===== config.mk =====
export PLATFORM = sky130hd
export DESIGN_NAME = jtu_reduce_cell
export DESIGN_NICKNAME = d
export VERILOG_FILES = /design/src/sv/jtu_pkg.sv /design/src/sv/jtu_reduce_cell.sv
export SDC_FILE = /design/constraint.sdc
export NUM_CORES = 1
export LEC_CHECK = 0
export BUFFER_PORTS_ARGS = -buffer_cell sky130_fd_sc_hd__buf_2
export CAP_MARGIN = 20
export CORE_UTILIZATION = 30
export CTS_CLUSTER_SIZE = 40
export DETAILED_ROUTE_END_ITERATION = 7
export PLACE_DENSITY = 0.48
export REMOVE_ABC_BUFFERS = 1
export SYNTH_ARGS = -nofsm -noshare
export SYNTH_HDL_FRONTEND = slang
export SYNTH_SLANG_ARGS = --single-unit

===== constraint.sdc =====
create_clock -name clk -period 3.5 [get_ports clk]
set_input_delay 0.35 -clock clk [delete_from_list [all_inputs] [get_ports clk]]
set_output_delay 0.35 -clock clk [all_outputs]
set_load 0.05 [all_outputs]

===== src/sv/jtu_pkg.sv =====
`timescale 1ns / 1ps

package jtu_pkg;

  // fixed-point format
  localparam int FRAC_BITS     = 16;
  localparam int CORDIC_STAGES = 18;
  localparam int NUM_CSTAGE    = (CORDIC_STAGES < 32) ? CORDIC_STAGES : 32;
  localparam int ROT_W         = 18;
  localparam int ROT_FRAC      = 16;
  localparam int ANG_FRAC      = 30;
  localparam int AX_SHIFT      = ANG_FRAC - FRAC_BITS;

  // angle range reduction: one conditional subtract of 2*pi*2^k per cell
  localparam int RED_STEPS = 30 - FRAC_BITS;
  localparam int RED_IDX_W = (RED_STEPS > 1) ? $clog2(RED_STEPS) : 1;
  localparam int U_W       = 63 - FRAC_BITS;

  // datapath widths
  localparam int CW   = 34;
  localparam int K2_W = 22;
  localparam int PA_W = 22;
  localparam int RJ_W = 37;

  localparam logic signed [35:0] PI_Q      = 36'sd3373259426;
  localparam logic signed [35:0] TWO_PI_Q  = 36'sd6746518852;
  localparam logic signed [35:0] HALF_PI_Q = 36'sd1686629713;
  localparam logic signed [CW-1:0] GAIN_Q  = CW'(64'sd652032874);
  localparam logic signed [CW:0] ONE_Q30   = (CW+1)'(64'sd1073741824);

  localparam logic [U_W-1:0] TWO_PI_U   = U_W'(64'd6746518852);
  localparam logic [U_W-1:0] RED_OFFSET = TWO_PI_U << (RED_STEPS - 1);

  typedef enum logic [1:0] {
    JT_REVOLUTE  = 2'd0,
    JT_PRISMATIC = 2'd1,
    JT_FIXED     = 2'd2
  } joint_type_t;

  typedef enum logic [2:0] {
    CFG_JOINT_TYPE = 3'd0,
    CFG_AXIS       = 3'd1,
    CFG_ROW0       = 3'd2,
    CFG_ROW1       = 3'd3,
    CFG_ROW2       = 3'd4,
    CFG_OFF_X      = 3'd5,
    CFG_OFF_Y      = 3'd6,
    CFG_OFF_Z      = 3'd7
  } cfg_idx_t;

  typedef struct packed {
    logic [1:0]           jtype;
    logic [53:0]          axis;
    logic [2:0][53:0]     rows;
    logic [2:0][31:0]     off;
  } cfg_t;

  typedef struct packed {
    logic [U_W-1:0]     u;
    logic signed [31:0] q;
  } red_t;

  typedef struct packed {
    logic signed [CW-1:0] x;
    logic signed [CW-1:0] y;
    logic signed [CW-1:0] z;
    logic                 neg;
    logic signed [31:0]   q;
  } cordic_t;

  // arctangent of 2^-i in Q30, truncated up to i = 26 and rounded above
  function automatic logic [29:0] atan_q(input logic [4:0] i);
    logic [29:0] v;
    case (i)
      5'd0:  v = 30'h3243F6A8;
      5'd1:  v = 30'h1DAC6705;
      5'd2:  v = 30'h0FADBAFC;
      5'd3:  v = 30'h07F56EA6;
      5'd4:  v = 30'h03FEAB76;
      5'd5:  v = 30'h01FFD55B;
      5'd6:  v = 30'h00FFFAAA;
      5'd7:  v = 30'h007FFF55;
      5'd8:  v = 30'h003FFFEA;
      5'd9:  v = 30'h001FFFFD;
      5'd10: v = 30'h000FFFFF;
      5'd11: v = 30'h0007FFFF;
      5'd12: v = 30'h0003FFFF;
      5'd13: v = 30'h0001FFFF;
      5'd14: v = 30'h0000FFFF;
      5'd15: v = 30'h00007FFF;
      5'd16: v = 30'h00003FFF;
      5'd17: v = 30'h00001FFF;
      5'd18: v = 30'h00000FFF;
      5'd19: v = 30'h000007FF;
      5'd20: v = 30'h000003FF;
      5'd21: v = 30'h000001FF;
      5'd22: v = 30'h000000FF;
      5'd23: v = 30'h0000007F;
      5'd24: v = 30'h0000003F;
      5'd25: v = 30'h0000001F;
      5'd26: v = 30'h0000000F;
      5'd27: v = 30'h00000008;
      5'd28: v = 30'h00000004;
      5'd29: v = 30'h00000002;
      5'd30: v = 30'h00000001;
      default: v = 30'h00000000;
    endcase
    return v;
  endfunction

endpackage


===== src/sv/jtu_reduce_cell.sv =====
`timescale 1ns / 1ps

module jtu_reduce_cell (
  input  logic                          clk,
  input  logic                          rst,
  input  logic                          en,
  input  logic                          vin,
  input  jtu_pkg::red_t                 din,
  input  logic [jtu_pkg::RED_IDX_W-1:0] step,
  output logic                          vout,
  output jtu_pkg::red_t                 dout
);

  logic [jtu_pkg::U_W-1:0] sub;
  jtu_pkg::red_t           dnext;

  // conditional subtract of 2*pi scaled by this cell's weight
  always_comb begin
    sub   = jtu_pkg::TWO_PI_U << step;
    dnext = din;
    if (din.u >= sub) begin
      dnext.u = din.u - sub;
    end
  end

  always_ff @(posedge clk) begin
    if (rst) begin
      vout <= 1'b0;
    end else if (en) begin
      vout <= vin;
    end
  end

  always_ff @(posedge clk) begin
    if (en) begin
      dout <= dnext;
    end
  end

endmodule


==> metrics.md <==
| Metric | Value |
|---|---|
| Outcome | `finished, final reports clean` |
| Syn-to-layout area delta | `55.79%` |
| Max_slew headroom | `59.44%` |
| Fin Setup TNS | `0 ns` |
| CTS tree | `done` |
| Share of cells above drive strength 1 | `45.88%` |
| Max Cap Violations | `0` |
| Mapped Cells | `679` |
| Hold path depth | `2` |
| Hold Vio Cnt, Final | `0` |
| Via count | `6255` |
| CP bufs+invs | `6` |
| Fin area | `9590 um2` |
| Final period util | `95.95%` |
| Clk pwr share | `23.9%` |
| Pint | `2.734 mW` |
| VDD IR max | `0.2151 mV` |
| Post-cts hold buffer count | `0` |
| Pin count of the biggest net entering global routing | `43` |
| Total grt overflow | `0` |
| Least-Margin Pin Slew | `0.6085 ns` |
| Top area cells in the synthesized netlist | `edfxtp_1, ha_1, a21oi_1` |
| Nets | `1190` |
| PnR worst setup slack | `0.1416 ns` |
| Combinational fraction of design power | `47.8%` |
| DRT antenna net count | `0` |
| H-tree Lvls | `3` |
| Final min period | `3.358 ns` |
| First-pass GRT wire length | `31320 um` |
| Placed Area | `8838 um2` |
| Mean Syn Cell Area | `9.066 um2` |
| Vias in the first global route | `6053` |
| GRT busiest layer | `met2` |
| Min-Delay Endpoint | `vout` |
| Hold Crit Class | `in2reg` |
| Post-synth ARST share | `0%` |
| LEAKAGE | `4.311 nW` |
| Crit path largest cell delay | `0.40 ns` |
| CORE AREA | `20170 um2` |
| Total power | `4.444 mW` |
| Wire per inst | `14.91 um` |
| GRT Util Overall | `18.79%` |
| HPWL Detailed | `15700 um` |
| Top FF cell, synth | `edfxtp_1` |
| Sequential power share | `28.3%` |
| N_diodes | `0` |
| Cell variety after synth | `64` |
| EDFF count, synth | `79` |
| First drt pass iteration count | `5` |
| Yosys warnings | `0` |
| Initial Util | `30.52%` |
| Hold Startpoint | `rst` |
| Post-synth top area share | `38.54%` |
| Critical R2R Launch | `vout` |
| Crit path arrival time | `3.45 ns` |
| Sw frac | `38.48%` |
| Final Skew | `0 ns` |
| Final setup vio count | `0` |
| Critical Path RT | `3.59 ns` |
| Met3 Usage GRT | `2.421%` |
| Clock buffer depth | `2` |
| R2R setup slack | `2.89 ns` |
| Count leader, synth | `a21oi_1` |
| RSZ-0062 raised after global routing | `yes` |
| Pwr per Cell Area | `463.4 nW/um2` |
| Worst-path maximum fanout | `5` |
| Slowest CP cell | `a2111oi_4` |
| Initial antenna violation count | `0` |
| Chip height | `145.2 um` |
| Clock Tree Root | `clkbuf_16` |
| Gpl congestion | `0.8831` |
| Port Buffers | `166` |
| Routed WL | `19790 um` |
| Die area | `21100 um2` |
| Later-pin clock latency in the skew report | `0.34 ns` |
| Met1 GRT Util | `25.60%` |
| Post-synth top cells | `a21oi_1, nor2_1, edfxtp_1` |
| Peak Freq | `297.8 MHz` |
| Sw Pwr | `1.710 mW` |
| Die width | `145.2 um` |
| CP endpoint kind | `flop` |
| CP Cell Sequence | `clkbuf_4, inv_2, buf_4, ha_4, nor2_1, buf_4, a21oi_1, a21oi_1, ha_1, buf_4, nand2_1, nor2_1, a2111oi_4, a21oi_2, a211oi_4, o21bai_2, buf_4, a21oi_1, xor2_1, a21oi_1` |
| Post-synthesis sequential area ratio | `38.86%` |
| Pre-CTS setup slack | `-0.6816 ns` |
| DRC | `0` |
| Crit path max-delay family | `compound AO/OA/AOI/OAI gates` |
| Synthesized area | `6156 um2` |
| Avg Vias per Cell | `4.714` |
| Met2 GRT Util | `31.03%` |
| Kind of critical path | `in2reg` |
| Row cnt | `52` |
| Seq cells post-synth | `80` |
| CTS Buf Count | `9` |
| # IOs | `167` |
| R2R cell count | `2` |
| Largest area contributor in the netlist | `edfxtp_1` |
| Fin. max-slew vios | `0` |
| Clock Sinks | `80` |
| CP startpoint kind | `primary input` |
| Worst-path clk slew | `0.07 ns` |
| Drt first-iter violations | `274` |
| FF-to-FF End | `vout` |
-- per-stage QoR --
step	instances	util, %	hold WS, ns
floorplan	645	-	0.4224
global placement	1299	43.82	0.4888
detailed placement	1299	43.82	0.5010
CTS	1317	45.80	0.1406
global route	1327	47.55	0.1566
finish	1327	47.55	0.1532
-- worst max path at each step --
stage / from / endpoint / slack, ns / depth (start not counted)
global route: step[0] / dout[76] / -0.01 / 20
global placement: step[1] / dout[58] / -0.67 / 15
detailed placement: step[1] / dout[58] / -0.68 / 15
CTS: step[1] / dout[58] / 0.004 / 16
finish: step[1] / dout[75] / 0.14 / 20
floorplan: step[1] / dout[39] / -1.27 / 13
-- state kept, by name (all words and copies together) (netlist names) --
signal,count
dout,79
vout,1
-- cells by family (layout without fill, tap and decap cells) --
logic type	count (synthesis)	in the layout	share of synthesized area, %
AND/OR/NAND/NOR	222	222	16.18
AO/OA/AOI/OAI	219	219	21.97
flip-flops	80	80	38.86
adder cells (fa/ha/maj)	52	52	10.53
buffers and inverters	51	429	4.106
XOR/XNOR	41	41	5.833
multiplexers	14	14	2.520
-- power groups by stage --
stage	clock, mW	sequential, mW	combinational, mW
after global placement	0	1.28	2.00
after global routing	1.13	1.27	2.29
after CTS	1.09	1.26	2.03
final	1.06	1.26	2.12
after floorplan	0	1.76	0.731
after detailed placement	0	1.28	2.00
-- cell usage in the layout, fill, tap and decap left out, drive strengths merged, types with 6 or more instances in the layout --
cell type  instances
nand2             61
ha                51
xor2              15
clkbuf            12
a211oi             6
mux2               9
o21bai            11
nor2              84
edfxtp            79
xnor2             26
buf              394
inv               18
nand4             13
a21o              17
a21oi            105
nor3              20
o21a               8
nand3             18
o21ai             46
-- area by class of cell --
| class | instances | area, um2 |
|---|---|---|
| timing repair buffer | 396 | 2654 |
| sequential | 80 | 2392 |
| clock buffer | 10 | 229.0 |
| fill | 2014 | 10580 |
| inverter | 17 | 67.56 |
| tap | 270 | 337.8 |
| clock inverter | 6 | 90.09 |
| multi-input combinational | 548 | 3820 |
-- per-layer routing --
metal  wire length (um)  vias up
met4                182        0
met5                  0        -
met3                815       13
met1               9572     2852
met2               9220      138
li1                   -     3252
-- what timing repair did --
action	CTS	global route
endpoints found under the hold margin	0	0
pin swaps	7	20
resized for setup	17	57
setup buffers	2	9
endpoints found under the setup margin	45	45
gates cloned	0	1
Power figures use the tool's default switching activity.
